===== src/design/ecd_pkg.sv =====
// ----------------------------------------------------------------------------
// ecd_pkg
// Shared types, constants and calendar helpers for the epoch-to-date block.
// ----------------------------------------------------------------------------
package ecd_pkg;

    localparam int unsigned PADDR_W = 3;

    // Division by constants through reciprocal multiplication. Each reciprocal
    // is rounded up and is exact for every dividend the datapath can present.
    localparam logic [26:0] RECIP_675 = 27'd101806633;  // ceil(2^36 / 675)
    localparam logic [9:0]  DAY_LO    = 10'd675;        // 86400 / 128
    localparam logic [15:0] RECIP_15  = 16'd34953;      // ceil(2^19 / 15)
    localparam logic [16:0] RECIP_7   = 17'd74899;      // ceil(2^19 / 7)

    localparam logic signed [17:0] SECS_PER_HOUR = 18'sd3600;

    localparam logic [11:0] BASE_YEAR      = 12'd1970;
    localparam logic [1:0]  BASE_Y4        = 2'd2;     // 1970 mod 4
    localparam logic [6:0]  BASE_Y100      = 7'd70;    // 1970 mod 100
    localparam logic [8:0]  BASE_Y400      = 9'd370;   // 1970 mod 400
    localparam logic [6:0]  Y100_LAST      = 7'd99;
    localparam logic [8:0]  Y400_LAST      = 9'd399;
    localparam logic [8:0]  DAYS_COMMON    = 9'd365;
    localparam logic [8:0]  DAYS_LEAP      = 9'd366;
    localparam logic [3:0]  LAST_MONTH_IDX = 4'd11;
    localparam logic [3:0]  EPOCH_WEEKDAY  = 4'd3;     // 1970-01-01 was a Thursday
    localparam logic [3:0]  WEEK_DAYS      = 4'd7;

    localparam logic [PADDR_W-1:0] ADDR_ZONE_OFFSET = 3'd0;

    typedef enum logic [3:0] {
        OP_NOP,
        OP_LOAD,
        OP_DAY_QUO,
        OP_DAY_REM,
        OP_MIN_QUO,
        OP_MIN_REM,
        OP_HOUR_REM,
        OP_YEAR_STEP,
        OP_MONTH_STEP,
        OP_FINISH
    } ecd_op_t;

    typedef struct packed {
        ecd_op_t op;
    } ecd_cmd_t;

    typedef struct packed {
        logic year_done;
        logic month_done;
    } ecd_stat_t;

    // Days before the start of month m (0..12), leap years one more from March.
    function automatic logic [8:0] month_begin(input logic [3:0] m, input logic leap);
        logic [8:0] v;
        case (m)
            4'd0:    v = 9'd0;
            4'd1:    v = 9'd31;
            4'd2:    v = 9'd59;
            4'd3:    v = 9'd90;
            4'd4:    v = 9'd120;
            4'd5:    v = 9'd151;
            4'd6:    v = 9'd181;
            4'd7:    v = 9'd212;
            4'd8:    v = 9'd243;
            4'd9:    v = 9'd273;
            4'd10:   v = 9'd304;
            4'd11:   v = 9'd334;
            4'd12:   v = 9'd365;
            default: v = 9'd0;
        endcase
        if (leap && (m >= 4'd2)) begin
            v = v + 9'd1;
        end
        return v;
    endfunction

endpackage


===== src/design/epoch_seconds_to_calendar_date.sv =====
// ----------------------------------------------------------------------------
// epoch_seconds_to_calendar_date
// Converts seconds since 1970-01-01 UTC to local calendar date and time.
// ----------------------------------------------------------------------------
// Usage:
//   Input beat: drive epoch_seconds and raise start; it is taken at a rising
//   edge where start is high and busy is low. busy stays high while the item
//   is worked on.
//   Result beat: done is high for exactly one cycle with all result ports
//   valid; the receiver must take it in that cycle.
//   It works in five split steps that divide by constants through reciprocal
//   multiplication, then the year walk, one year per cycle, and the month
//   walk, one month per cycle. One item is in flight at a time; busy is
//   already low in the done cycle, so the next item may be taken there.
//   zone_offset_hours (APB, byte address 0) holds signed whole hours added
//   before conversion; write it only while busy is low. A shifted time below
//   zero gives the epoch with clamped set.
//   Reset clears the sequencer and sets the zone offset to +1 hour.
// ----------------------------------------------------------------------------
module epoch_seconds_to_calendar_date (
    input  logic                        clk,
    input  logic                        rst_n,
    input  logic                        psel,
    input  logic                        penable,
    input  logic                        pwrite,
    input  logic [ecd_pkg::PADDR_W-1:0] paddr,
    input  logic [31:0]                 pwdata,
    output logic [31:0]                 prdata,
    output logic                        pready,
    input  logic                        start,
    output logic                        busy,
    input  logic [31:0]                 epoch_seconds,
    output logic                        done,
    output logic [5:0]                  second_of_minute,
    output logic [5:0]                  minute_of_hour,
    output logic [4:0]                  hour_of_day,
    output logic [2:0]                  day_of_week,
    output logic [4:0]                  day_of_month,
    output logic [3:0]                  month_of_year,
    output logic [11:0]                 year_number,
    output logic                        clamped
);
    import ecd_pkg::*;

    logic [4:0] zone_reg;
    logic       zone_hit;
    ecd_cmd_t   cmd;
    ecd_stat_t  stat;

    // Only the word select bit decodes; byte offsets within the word alias.
    assign zone_hit = (paddr[PADDR_W-1] == ADDR_ZONE_OFFSET[PADDR_W-1]);
    assign pready   = 1'b1;
    assign prdata   = zone_hit ? {27'd0, zone_reg} : 32'd0;

    always_ff @(posedge clk or negedge rst_n)
    begin
        if (!rst_n)
        begin
            zone_reg <= 5'd1;
        end
        else if (psel && penable && pwrite && zone_hit)
        begin
            zone_reg <= pwdata[4:0];
        end
    end

    ecd_ctrl u_ctrl (
        .clk   (clk),
        .rst_n (rst_n),
        .start (start),
        .busy  (busy),
        .done  (done),
        .cmd   (cmd),
        .stat  (stat)
    );

    ecd_dp u_dp (
        .clk               (clk),
        .cmd               (cmd),
        .stat              (stat),
        .epoch_seconds     (epoch_seconds),
        .zone_offset_hours (zone_reg),
        .second_of_minute  (second_of_minute),
        .minute_of_hour    (minute_of_hour),
        .hour_of_day       (hour_of_day),
        .day_of_week       (day_of_week),
        .day_of_month      (day_of_month),
        .month_of_year     (month_of_year),
        .year_number       (year_number),
        .clamped           (clamped)
    );

endmodule


===== src/design/ecd_dp.sv =====
// ----------------------------------------------------------------------------
// ecd_dp
// Datapath: zone shift and clamp, reciprocal-multiply splits into days,
// seconds, minutes and hours, the weekday, the year walk and the month walk.
// ----------------------------------------------------------------------------
module ecd_dp (
    input  logic               clk,
    input  ecd_pkg::ecd_cmd_t  cmd,
    output ecd_pkg::ecd_stat_t stat,
    input  logic [31:0]        epoch_seconds,
    input  logic [4:0]         zone_offset_hours,
    output logic [5:0]         second_of_minute,
    output logic [5:0]         minute_of_hour,
    output logic [4:0]         hour_of_day,
    output logic [2:0]         day_of_week,
    output logic [4:0]         day_of_month,
    output logic [3:0]         month_of_year,
    output logic [11:0]        year_number,
    output logic               clamped
);
    import ecd_pkg::*;

    logic [32:0] secs_reg, secs_next;
    logic [15:0] days_reg, days_next;
    logic [12:0] wq_reg, wq_next;
    logic [16:0] sod_reg, sod_next;
    logic [10:0] mod_reg, mod_next;
    logic [11:0] year_reg, year_next;
    logic [1:0]  y4_reg, y4_next;
    logic [6:0]  y100_reg, y100_next;
    logic [8:0]  y400_reg, y400_next;
    logic [3:0]  mon_reg, mon_next;
    logic [5:0]  sec_reg, sec_next;
    logic [5:0]  min_reg, min_next;
    logic [4:0]  hour_reg, hour_next;
    logic [2:0]  dow_reg, dow_next;
    logic [4:0]  mday_reg, mday_next;
    logic [3:0]  month_reg, month_next;
    logic        clamp_reg, clamp_next;

    logic [52:0]        day_prod;
    logic [25:0]        day_sub;
    logic [32:0]        wk_prod;
    logic [15:0]        wk_sub;
    logic [14:0]        mul15_in;
    logic [30:0]        mul15_prod;
    logic [14:0]        sod_sub;
    logic [8:0]         mod_sub;
    logic [3:0]         dow_in;
    logic signed [17:0] zone_ext, shift_secs;
    logic signed [33:0] shifted;
    logic               leap;
    logic [8:0]         year_len, mb_next, mb_cur;
    logic [15:0]        mday_full;

    always_comb
    begin
        // 86400 is 128 * 675, so the low seven bits pass straight through.
        day_prod = 53'(secs_reg[32:7]) * 53'(RECIP_675);
        day_sub  = secs_reg[32:7] - ({10'd0, days_reg} * {16'd0, DAY_LO});
        wk_prod  = {17'd0, days_reg} * {16'd0, RECIP_7};
        wk_sub   = days_reg - ({wq_reg, 3'b000} - {3'b000, wq_reg});
        dow_in   = {1'b0, wk_sub[2:0]} + EPOCH_WEEKDAY;

        // Division by 60 is a shift by two and a division by 15.
        mul15_in   = (cmd.op == OP_MIN_QUO) ? sod_reg[16:2] : {6'd0, mod_reg[10:2]};
        mul15_prod = {16'd0, mul15_in} * {15'd0, RECIP_15};
        sod_sub    = sod_reg[16:2] - ({mod_reg, 4'b0000} - {4'b0000, mod_reg});
        mod_sub    = mod_reg[10:2] - ({hour_reg, 4'b0000} - {4'b0000, hour_reg});

        zone_ext   = {{13{zone_offset_hours[4]}}, zone_offset_hours};
        shift_secs = zone_ext * SECS_PER_HOUR;
        shifted    = $signed({2'b00, epoch_seconds}) + {{16{shift_secs[17]}}, shift_secs};

        leap      = (y4_reg == 2'd0) && ((y100_reg != 7'd0) || (y400_reg == 9'd0));
        year_len  = leap ? DAYS_LEAP : DAYS_COMMON;
        mb_next   = month_begin(mon_reg + 4'd1, leap);
        mb_cur    = month_begin(mon_reg, leap);
        mday_full = days_reg - {7'd0, mb_cur} + 16'd1;

        stat.year_done  = (days_reg < {7'd0, year_len});
        stat.month_done = (mon_reg == LAST_MONTH_IDX) || (days_reg < {7'd0, mb_next});

        secs_next  = secs_reg;
        days_next  = days_reg;
        wq_next    = wq_reg;
        sod_next   = sod_reg;
        mod_next   = mod_reg;
        year_next  = year_reg;
        y4_next    = y4_reg;
        y100_next  = y100_reg;
        y400_next  = y400_reg;
        mon_next   = mon_reg;
        sec_next   = sec_reg;
        min_next   = min_reg;
        hour_next  = hour_reg;
        dow_next   = dow_reg;
        mday_next  = mday_reg;
        month_next = month_reg;
        clamp_next = clamp_reg;

        case (cmd.op)
            OP_LOAD:
            begin
                clamp_next = shifted[33];
                secs_next  = shifted[33] ? 33'd0 : shifted[32:0];
            end
            OP_DAY_QUO:
            begin
                days_next = day_prod[51:36];
            end
            OP_DAY_REM:
            begin
                sod_next = {day_sub[9:0], secs_reg[6:0]};
                wq_next  = wk_prod[31:19];
            end
            OP_MIN_QUO:
            begin
                mod_next = mul15_prod[29:19];
                dow_next = (dow_in >= WEEK_DAYS) ? 3'(dow_in - WEEK_DAYS) : dow_in[2:0];
            end
            OP_MIN_REM:
            begin
                sec_next  = {sod_sub[3:0], sod_reg[1:0]};
                hour_next = mul15_prod[23:19];
            end
            OP_HOUR_REM:
            begin
                min_next  = {mod_sub[3:0], mod_reg[1:0]};
                year_next = BASE_YEAR;
                y4_next   = BASE_Y4;
                y100_next = BASE_Y100;
                y400_next = BASE_Y400;
                mon_next  = 4'd0;
            end
            OP_YEAR_STEP:
            begin
                days_next = days_reg - {7'd0, year_len};
                year_next = year_reg + 12'd1;
                y4_next   = y4_reg + 2'd1;
                y100_next = (y100_reg == Y100_LAST) ? 7'd0 : y100_reg + 7'd1;
                y400_next = (y400_reg == Y400_LAST) ? 9'd0 : y400_reg + 9'd1;
            end
            OP_MONTH_STEP:
            begin
                mon_next = mon_reg + 4'd1;
            end
            OP_FINISH:
            begin
                mday_next  = mday_full[4:0];
                month_next = mon_reg + 4'd1;
            end
            default:
            begin
            end
        endcase
    end

    always_ff @(posedge clk)
    begin
        secs_reg  <= secs_next;
        days_reg  <= days_next;
        wq_reg    <= wq_next;
        sod_reg   <= sod_next;
        mod_reg   <= mod_next;
        year_reg  <= year_next;
        y4_reg    <= y4_next;
        y100_reg  <= y100_next;
        y400_reg  <= y400_next;
        mon_reg   <= mon_next;
        sec_reg   <= sec_next;
        min_reg   <= min_next;
        hour_reg  <= hour_next;
        dow_reg   <= dow_next;
        mday_reg  <= mday_next;
        month_reg <= month_next;
        clamp_reg <= clamp_next;
    end

    assign second_of_minute = sec_reg;
    assign minute_of_hour   = min_reg;
    assign hour_of_day      = hour_reg;
    assign day_of_week      = dow_reg;
    assign day_of_month     = mday_reg;
    assign month_of_year    = month_reg;
    assign year_number      = year_reg;
    assign clamped          = clamp_reg;

endmodule


===== src/design/ecd_ctrl.sv =====
// ----------------------------------------------------------------------------
// ecd_ctrl
// Sequencer: walks the datapath through the split steps, the year walk and
// the month walk, and raises done for one cycle at the end.
// ----------------------------------------------------------------------------
module ecd_ctrl (
    input  logic               clk,
    input  logic               rst_n,
    input  logic               start,
    output logic               busy,
    output logic               done,
    output ecd_pkg::ecd_cmd_t  cmd,
    input  ecd_pkg::ecd_stat_t stat
);
    import ecd_pkg::*;

    typedef enum logic [3:0] {
        S_IDLE,
        S_DAY_QUO,
        S_DAY_REM,
        S_MIN_QUO,
        S_MIN_REM,
        S_HOUR_REM,
        S_YEAR,
        S_MONTH
    } state_t;

    state_t state_reg, state_next;
    logic   done_reg, done_next;

    always_comb
    begin
        state_next = state_reg;
        done_next  = 1'b0;
        cmd.op     = OP_NOP;
        case (state_reg)
            S_IDLE:
            begin
                if (start)
                begin
                    cmd.op     = OP_LOAD;
                    state_next = S_DAY_QUO;
                end
            end
            S_DAY_QUO:
            begin
                cmd.op     = OP_DAY_QUO;
                state_next = S_DAY_REM;
            end
            S_DAY_REM:
            begin
                cmd.op     = OP_DAY_REM;
                state_next = S_MIN_QUO;
            end
            S_MIN_QUO:
            begin
                cmd.op     = OP_MIN_QUO;
                state_next = S_MIN_REM;
            end
            S_MIN_REM:
            begin
                cmd.op     = OP_MIN_REM;
                state_next = S_HOUR_REM;
            end
            S_HOUR_REM:
            begin
                cmd.op     = OP_HOUR_REM;
                state_next = S_YEAR;
            end
            S_YEAR:
            begin
                if (stat.year_done)
                begin
                    state_next = S_MONTH;
                end
                else
                begin
                    cmd.op = OP_YEAR_STEP;
                end
            end
            S_MONTH:
            begin
                if (stat.month_done)
                begin
                    cmd.op     = OP_FINISH;
                    done_next  = 1'b1;
                    state_next = S_IDLE;
                end
                else
                begin
                    cmd.op = OP_MONTH_STEP;
                end
            end
            default:
            begin
                state_next = S_IDLE;
            end
        endcase
    end

    always_ff @(posedge clk or negedge rst_n)
    begin
        if (!rst_n)
        begin
            state_reg <= S_IDLE;
            done_reg  <= 1'b0;
        end
        else
        begin
            state_reg <= state_next;
            done_reg  <= done_next;
        end
    end

    assign busy = (state_reg != S_IDLE);
    assign done = done_reg;

endmodule


===== config.mk =====
export PLATFORM = sky130hd
export DESIGN_NAME = epoch_seconds_to_calendar_date
export DESIGN_NICKNAME = d
export VERILOG_FILES = /design/src/design/ecd_pkg.sv /design/src/design/epoch_seconds_to_calendar_date.sv /design/src/design/ecd_dp.sv /design/src/design/ecd_ctrl.sv
export SDC_FILE = /design/constraint.sdc
export NUM_CORES = 1
export LEC_CHECK = 0
export ABC_AREA = 1
export BUFFER_PORTS_ARGS = -buffer_cell sky130_fd_sc_hd__buf_2
export CAP_MARGIN = 20
export CORE_MARGIN = 1.5
export CORE_UTILIZATION = 66
export DETAILED_ROUTE_END_ITERATION = 7
export MAX_ROUTING_LAYER = met4
export PLACE_DENSITY_LB_ADDON = 0.2
export SLEW_MARGIN = 10
export SYNTH_ARGS = -nofsm -noshare
export SYNTH_HDL_FRONTEND = slang
export SYNTH_SLANG_ARGS = --single-unit

===== constraint.sdc =====
create_clock -name clk -period 15.15 [get_ports clk]
set_clock_uncertainty 0.05 [all_clocks]
set_input_delay 1.515 -clock clk [delete_from_list [all_inputs] [get_ports clk]]
set_output_delay 1.515 -clock clk [all_outputs]
set_load 0.005 [all_outputs]

==> run metrics, run 1 <==
Placement Cell Area=26700 um2; routed wire length=59.6 mm; RR Startpoint=u_dp.secs_reg[22]; Yosys top cell by area=ha_1; Critical Path End=u_dp.days_reg[13]; post_cts resized=0; total core area=38600 um2; Yosys Warn Count=0; CTS tree=built; Crit Path Max Fanout=9; share of cells above drive strength 1=6.43%; Synth-to-Final Area Change=6.28%; cell with the most instances after synthesis=inv_1; Critical R2R Capture=u_dp.days_reg[13]; GRT met3 Usage=3.78%; Fill cells=3036; TritonCTS buffer count=17; dpl cells=3407; Least-Margin Pin Slew=940 ps; RSZ-0062 raised after global routing=false; crit path from=u_dp.secs_reg[22]; chip width=200 um; setup tns final=0 ps; vias in the first global route=20.3k; H-tree Lvls=4; clock slew at reported path FFs=80 ps; CP arrival=7010 ps; Setup crit end kind=flop; first drt pass iteration count=7; dominant cells by area after synthesis=ha_1 (28%), fa_1 (21%), edfxtp_1 (17%); Port Buffers=92; # DRC=0; Cell Count, Final, Fillers Out=3442; Crit path depth=24; CP most frequent cell=inv_1; grt ovf=0; Largest register FFs=33; critical path launch point type=flop; CP max-delay cell=edfxtp_1; first-pass GRT wire length=98.2 mm; CP cell instances=fa_1 > inv_1 > fa_1 > inv_1 > ha_1 > inv_1 > fa_1 > inv_1 > fa_1 > inv_1 > fa_1 > inv_1 > fa_1 > ha_1 > a21oi_1 > inv_1 > nor2_1 > o21ai_0 > a21oi_1 > nand3_1 > a221o_1 > or2_2 > nand3_1 > o21ai_0; Die ar.=40200 um2; Slew Limit Fails=0; Crit path buffers/inverters=7; Final Core Density=71.0%; Hold Crit Class=flop to flop; clk sinks=158; Yosys top cell area share=28.0%; Starting DRT DRC Count=954; minimum clock period after layout=6870 ps; slowest cell delay on critical path=670 ps; largest net degree at the start of global routing=36; Site Rows=72; Final setup viols=0; Highest Clock Rate=146 MHz; synthesized area per cell=9.18 um2; final hold vios=0; Die Height=200 um; Critical Path RT=15290 ps; GRT busiest layer=met2; hold_buf cts=0; top_reg_cell synth=edfxtp_1; count of cell types in the netlist=55; Starting Density=66.8%; CP Class=flop to flop; post-synthesis async set-or-reset flop share=5.70%; Reg2Reg Setup Slack=8280 ps; Yosys reg bits=158; WL/cell=17.3 um; fin area=27400 um2; commonest cells in the netlist=inv_1 (640), ha_1 (576), nand2_1 (298), fa_1 (273), nor2_1 (187); post-CTS setup buffers=0; fin nets=3831; HPWL after DPL=50.2 mm; share of the yosys chip area belonging to registers=18.1%; Post-synth EDFFs=144; GRT Util Overall=31.8%; status=complete, no violations; Syn Std Cell Area=25700 um2; met1 Use GR=37.8%; initial antenna violation count=2; antenna viol nets, final=0; Clock Tree Buf Depth=2; RD Place Congestion=0.950; family with the most delay on the worst path=adder cells; CTS root buf=clkbuf_16; Avg Vias per Cell=5.51; met2 Resource Use GR=55.8%; Worst-Skew Late Latency=470 ps; Syn Inst Count=2805; max cap viols=0; # IOs=150; max_slew headroom=37.2%; Worst Reg-to-Reg Cells=24; final period utilization=45.3%; total number of vias=19.0k
==> routing by layer <==
metal  vias to the layer above  share of wire (%)
li1                       9194                  -
met1                      9227                 43
met2                       414                 51
met3                       138                3.4
met4                         0                3.3
met5                         -                  0
==> area by class of cell <==
class | instances | area, um2 | area share (%)
multi-input combinational | 1984 | 18500 | 67.6
antenna | 2 | 5.00 | 0.0183
sequential | 158 | 4650 | 17.0
clock buffer | 17 | 425 | 1.55
tap | 518 | 648 | 2.37
clock inverter | 15 | 170 | 0.622
inverter | 649 | 2440 | 8.91
timing repair buffer | 99 | 517 | 1.89
==> worst min-delay path by stage <==
| stage | from | end | slack (ps) | depth (start not counted) |
|---|---|---|---|---|
| global placement | u_dp.secs_reg[0] | u_dp.sod_reg[0] | 350 | 0 |
| floorplan | u_dp.sod_reg[0] | u_dp.second_of_minute[0] | 350 | 0 |
| finish | u_dp.sod_reg[1] | u_dp.second_of_minute[1] | 380 | 0 |
| CTS | u_dp.sod_reg[0] | u_dp.second_of_minute[0] | 380 | 0 |
| global route | u_dp.sod_reg[0] | u_dp.second_of_minute[0] | 390 | 0 |
| detailed placement | u_dp.secs_reg[1] | u_dp.sod_reg[1] | 360 | 0 |
==> cells by family after synthesis <==
kind of cell | Yosys count | share of synthesized area [%]
fa+ha+maj | 849 | 49.2
flops | 158 | 18.1
simple gates | 661 | 11.1
buf+inv | 689 | 10.5
mux | 2 | 0.0826
compound gates | 323 | 6.92
xor+xnor | 121 | 4.12
other cells | 2 | 0.0292
==> stage by stage <==
| step | hold WS [ps] | worst slack (ps) |
|---|---|---|
| after floorplan | 350 | 8940 |
| after global placement | 352 | 8330 |
| after detailed placement | 361 | 8330 |
| after CTS | 378 | 8300 |
| after global routing | 392 | 7960 |
| final | 378 | 8280 |
==> layout by cell type (no fill, tap or decap), types with 7 or more instances in the layout <==
master,count
inv_1,640
ha_1,576
nand2_1,298
fa_1,273
nor2_1,185
a21oi_1,156
edfxtp_1,144
o21ai_0,100
buf_2,92
xor2_1,74
nand3_1,64
xnor2_1,47
conb_1,28
nor3_1,24
nand4_1,23
or2_2,20
clkbuf_16,17
a31oi_1,16
nand2_2,14
a21o_1,13
nor4_1,11
inv_2,8
dfrtp_1,8
nor3b_1,7
Power of run 1 is not shown: default switching activity piles up to over one toggle a cycle in this logic, so the estimate is an artifact.
==> inputs of run 2 (changes only) <==
Settings changed: CORE_UTILIZATION 66 to 58.
Clock period 15.15 ns to 5.57 ns, I/O delays scaled along.
==> run metrics, run 2 (synthesized netlist as in run 1, its figures left out) <==
Synth-to-Final Area Change=18.1%; GRT Util Overall=29.7% (-2.1 points); CP Class=flop to flop; Starting DRT DRC Count=956 (+0.21%); Highest Clock Rate=168 MHz (+15%); Slew Limit Fails=0 (unchanged); Hold Crit Class=primary input to flop; Setup crit end kind=flop; Die Height=214 um (+6.6%); Crit Path Max Fanout=4 (-5); CTS tree=built; most frequent cells in the layout=inv_1 (620), ha_1 (540), nand2_1 (279), fa_1 (261), buf_4 (207); chip width=214 um (+6.6%); WL/cell=17.2 um (-0.54%); TritonCTS buffer count=17 (unchanged); clk sinks=158 (unchanged); final period utilization=107% (+62 points); RSZ-0062 raised after global routing=true; Fill cells=3488 (+15%); vias in the first global route=20.5k (+0.97%); # IOs=150 (unchanged); total number of vias=19.7k (+3.9%); Worst-Skew Late Latency=460 ps (about the same); # DRC=0 (unchanged); final worst slack=-395 ps (-8680 ps); antenna viol nets, final=0 (unchanged); CP arrival=6120 ps (-890 ps); clock slew at reported path FFs=70 ps (about the same); Critical Path RT=5720 ps (-9570 ps); initial antenna violation count=2 (unchanged); status=complete, but fails checks; first drt pass iteration count=5 (-2); share of cells above drive strength 1=18.8% (+12 points); grt ovf=0 (unchanged); violated checks=setup timing; most common cell after layout, fill and taps aside=inv_1; dpl cells=3678 (+8.0%); Setup Slack @ Placement=-626 ps (-8960 ps); max_slew headroom=43.0% (+5.8 points); routed wire length=64.4 mm (+8.0%); Avg Vias per Cell=5.27 (-4.3%); critical path launch point type=flop; setup tns final=-4760 ps (-4760 ps); Cell Count, Final, Fillers Out=3737 (+8.6%); Least-Margin Pin Slew=852 ps (-88.3 ps); H-tree Lvls=4 (unchanged); first-pass GRT wire length=101 mm (+2.6%); RD Place Congestion=0.976 (+2.8%); final hold vios=0 (unchanged); Port Buffers=92 (unchanged); Largest register FFs=33 (unchanged); HPWL after DPL=54.9 mm (+9.4%); max cap viols=0 (unchanged); Clock Tree Buf Depth=2 (unchanged); minimum clock period after layout=5960 ps (-905 ps); largest net degree at the start of global routing=35 (-2.8%); fin nets=4052 (+5.8%); Starting Density=58.5% (-8.3 points); Final setup viols=16 (+16); total core area=44000 um2 (+14%); Site Rows=77 (+6.9%); Die ar.=45700 um2 (+14%); CTS root buf=clkbuf_16
-- run 2: layout make-up --
type / instances / area [um2] / area share [%]
tap: 592 / 741 / 2.44
clock inverter: 15 / 194 / 0.638
multi-input combinational: 1984 / 19600 / 64.6
clock buffer: 17 / 425 / 1.40
timing repair buffer: 320 / 2310 / 7.60
inverter: 649 / 2440 / 8.02
antenna: 2 / 5.00 / 0.0165
sequential: 158 / 4650 / 15.3
-- run 2: critical path: stages (launching register included) --
cell and delay (ps):
edfxtp_1 450, fa_1 500, ha_1 310, inv_2 40, fa_1 560, inv_2 50, fa_1 530, inv_1 50
fa_1 470, inv_1 50, fa_2 520, fa_2 450, ha_4 270, a21oi_4 170, nor2_1 60, nor2_1 140
o21ai_1 90, a21oi_1 160, nand3_2 140, a221o_1 330, or2_4 230, nand3_2 50, o21ai_1 50
-- run 2: what timing repair did --
item	in CTS	in global routing
gates resized for setup	83	154
buffers inserted	8	13
gates cloned	0	1
hold buffers	1	0
pin swaps	34	81
endpoints found under the hold margin	8	0
setup endpoints to repair	46	53
-- run 2: final timing paths --
path                                        start             endpoint  slack [ps]  depth (start not counted)
worst min-delay path                    pwdata[0]          zone_reg[0]         280                          3
worst max-delay path            u_dp.secs_reg[28]    u_dp.days_reg[13]        -390                         22
worst max register to register  u_dp.secs_reg[28]    u_dp.days_reg[13]        -390                         22
min in group asynchronous                   rst_n  u_ctrl.state_reg[2]         440                          2
worst min register to register   u_dp.secs_reg[1]      u_dp.sod_reg[1]         370                          0
max in group asynchronous                   rst_n          zone_reg[0]        4750                          2
-- run 2: layer usage --
layer | routed length (um) | vias to the layer above | share of wire (%) | GRT usage (%)
met4 | 2300 | 0 | 3.6 | 11.5
met2 | 32800 | 385 | 51 | 51.4
met5 | 0 | - | 0 | -
met3 | 2130 | 125 | 3.3 | 3.72
li1 | - | 9646 | - | -
met1 | 27200 | 9553 | 42 | 35.3
-- run 2: stage by stage --
| stage | hold WS, ps | utilization [%] | area, um2 |
|---|---|---|---|
| 3_3_place_gp | 352 | 64.9 | 28600 |
| 2_1_floorplan | 211 | - | 26000 |
| 3_5_place_dp | 355 | 64.9 | 28600 |
| 5_1_grt | 294 | 69.0 | 30400 |
| 4_1_cts | 255 | 67.2 | 29600 |
| 6_report | 279 | 69.0 | 30400 |
Power of run 2 is left out for the same reason.
==> inputs of run 3 (changes only) <==
Settings changed: ABC_AREA 1 to unset.
==> run metrics, run 3 <==
post-synthesis simple-gate area fraction=6.78% (-4.3 points); Site Rows=75 (-2.6%); complex-gate fraction of the synthesized area=8.12% (+1.2 points); CP Class=flop to flop; commonest cells in the netlist=ha_1 (576), inv_1 (524), fa_1 (273), edfxtp_1 (144), nor2_1 (101); final hold vios=0 (unchanged); most common cell after layout, fill and taps aside=ha_1; area share of fa/ha/maj cells after synthesis=51.1% (+1.9 points); Die ar.=44000 um2 (-3.7%); Gate power share=44.6%; NetSw=1.58 mW; Clock power frac=25.0%; fin area=29600 um2 (-2.6%); PnR Total Power=4.51 mW; Highest Clock Rate=157 MHz (-6.6%); total core area=42000 um2 (-4.5%); vias in the first global route=18.9k (-7.8%); share of cells above drive strength 1=21.8% (+3.0 points); Die Height=210 um (-1.9%); Avg Vias per Cell=5.31 (+0.66%); # DRC=0 (unchanged); total number of vias=17.7k (-10%); Largest register FFs=33 (unchanged); Syn Std Cell Area=24800 um2 (-3.7%); violated checks=setup timing; final worst slack=-814 ps (-419 ps); max_slew headroom=27.2% (-16 points); Starting Density=58.9% (+0.48 points); Syn Inst Count=2396 (-15%); xor/xnor share of the synthesized area=5.04% (+0.93 points); Clock Tree Buf Depth=2 (unchanged); first-pass GRT wire length=94.5 mm (-6.3%); Sw Share=35.0%; Least-Margin Pin Slew=1090 ps (+241 ps); cell with the most instances after synthesis=ha_1; Worst-Skew Late Latency=470 ps (about the same); post-synthesis mux area share=0.914% (+0.83 points); Lkg Pwr=15.3 nW; crit path from=u_dp.secs_reg[21]; GRT Util Overall=28.4% (-1.3 points); initial antenna violation count=0 (-2); max cap viols=0 (unchanged); Slew Limit Fails=0 (unchanged); synthesized area per cell=10.3 um2 (+13%); antenna viol nets, final=0 (unchanged); fin nets=3710 (-8.4%); Crit Path Max Fanout=4 (unchanged); final period utilization=115% (+7.5 points); Power per Cell Area=152 nW/um2; RR Startpoint=u_dp.secs_reg[21]; Critical Path RT=5690 ps (-30 ps); hold path start=pwdata[1]; most frequent cells in the layout=ha_1 (552), inv_1 (509), buf_4 (280), fa_1 (268), edfxtp_1 (144); H-tree Lvls=4 (unchanged); RD Place Congestion=1.00 (+2.7%); grt ovf=0 (unchanged); clock slew at reported path FFs=70 ps (about the same); Synth-to-Final Area Change=19.4%; Final setup viols=16 (unchanged); status=complete, but fails checks; CTS tree=built; clk sinks=158 (unchanged); WL/cell=17.7 um (+2.7%); Fill cells=3168 (-9.2%); Placement Cell Area=28000 um2 (-1.9%); top_reg_cell synth=edfxtp_1; count of cell types in the netlist=79 (+44%); Yosys top cell by area=ha_1; HPWL after DPL=50.1 mm (-8.8%); routed wire length=59.1 mm (-8.2%); setup tns final=-11310 ps (-6550 ps); minimum clock period after layout=6380 ps (+419 ps); dominant cells by area after synthesis=ha_1 (29%), fa_1 (22%), edfxtp_1 (17%); first drt pass iteration count=5 (unchanged); Hold Crit Class=primary input to flop; Setup crit end kind=flop; dpl cells=3269 (-11%); Seq pwr share=30.4%; Yosys reg bits=158 (unchanged); Cell Int Power=2.93 mW; Starting DRT DRC Count=754 (-21%); CP arrival=6500 ps (+380 ps); RSZ-0062 raised after global routing=true; Yosys top cell area share=29.1% (+1.1 points); CTS root buf=clkbuf_16; largest family of logic cells by synthesized area=adder cells; Cell Count, Final, Fillers Out=3340 (-11%); # IOs=150 (unchanged); Post-synth EDFFs=144 (unchanged); chip width=210 um (-1.9%); share of the yosys chip area belonging to registers=18.8% (+0.70 points); TritonCTS buffer count=17 (unchanged); post-synthesis async set-or-reset flop share=5.70% (unchanged); Port Buffers=92 (unchanged); Reg2Reg Setup Slack=-810 ps (-420 ps); Final Core Density=70.4% (+1.4 points); critical path launch point type=flop; antenna cells=0 (-2); Worst VDD drop=0.000469 V; largest net degree at the start of global routing=35 (unchanged); Yosys Warn Count=0 (unchanged)
[run 3: cell count changes after synthesis, sizes merged, moves of 18 or more]
| cell | delta |
|---|---|
| xor2 | -23 |
| nand2 | -231 |
| and2 | +18 |
| nor2 | -86 |
| nand3 | -40 |
| o21ai | -45 |
| a21o | +28 |
| a21oi | -68 |
| xnor2 | +43 |
| and3 | +18 |
| inv | -125 |
[run 3: critical path, cell delays in order, from the launching register on]
cell       delay (ps)
edfxtp_1          460
buf_4             180
ha_1              200
fa_1              460
fa_1              600
fa_1              450
fa_1              520
fa_1              510
fa_1              380
ha_1              340
a21oi_1           210
o211ai_1          190
a2111oi_4         340
nand2_1           130
nor2_4            180
nor4_4             70
buf_4             140
o31ai_4           240
nand2b_1          130
a211oi_2          200
o31ai_1           100
[run 3: cell families after synthesis]
family / count (synthesis)
buffers and inverters: 576
adder cells (fa/ha/maj): 849
flip-flops: 158
AO/OA/AOI/OAI: 306
other: 2
AND/OR/NAND/NOR: 343
multiplexers: 21
XOR/XNOR: 141
[run 3: final cells by class]
class,instances,area (um2),area share (%)
multi-input combinational,1689,18800,63.7
clock buffer,18,429,1.45
inverter,524,1970,6.65
timing repair buffer,398,2920,9.87
clock inverter,14,106,0.359
sequential,158,4650,15.7
tap,539,674,2.28
[run 3: metal layers]
metal,global-route usage (%),vias to the layer above,wire length [um]
li1,-,8683,-
met1,34.4,8650,25600
met2,49.4,310,29900
met3,3.58,88,1840
met4,9.05,0,1740
met5,-,-,0
[run 3: through the flow]
step                      setup slack, ps  hold slack, ps
final                                -814             281
after global routing                -1040             270
after CTS                            -812             262
after detailed placement             -878             358
after global placement               -717             352
after floorplan                      -552             211
[run 3: power by group through the flow]
stage / Combinational (mW) / Sequential [mW] / Clock (mW)
floorplan: 1.16 / 1.40 / 0
global placement: 1.61 / 1.39 / 0
detailed placement: 1.66 / 1.39 / 0
CTS: 1.87 / 1.37 / 1.14
global route: 2.20 / 1.37 / 1.18
finish: 2.01 / 1.37 / 1.13
[run 3: timing repair]
item | 4_1_cts | 5_1_grt
pin swaps | 39 | 72
buffers inserted | 18 | 21
hold endpoints to repair | 8 | 0
cloned | 2 | 1
resized for setup | 46 | 120
setup endpoints to repair | 59 | 60
hold buffers | 1 | 0
[run 3: path summary, 6_finish.rpt]
check | to | cells past startpoint
worst max-delay path | u_dp.days_reg[12] | 20
worst min-delay path | zone_reg[1] | 2
worst max register to register | u_dp.days_reg[12] | 20
worst min register to register | u_dp.sod_reg[2] | 0
max in group asynchronous | zone_reg[0] | 2
min in group asynchronous | zone_reg[4] | 2
Power figures use the tool's default switching activity.
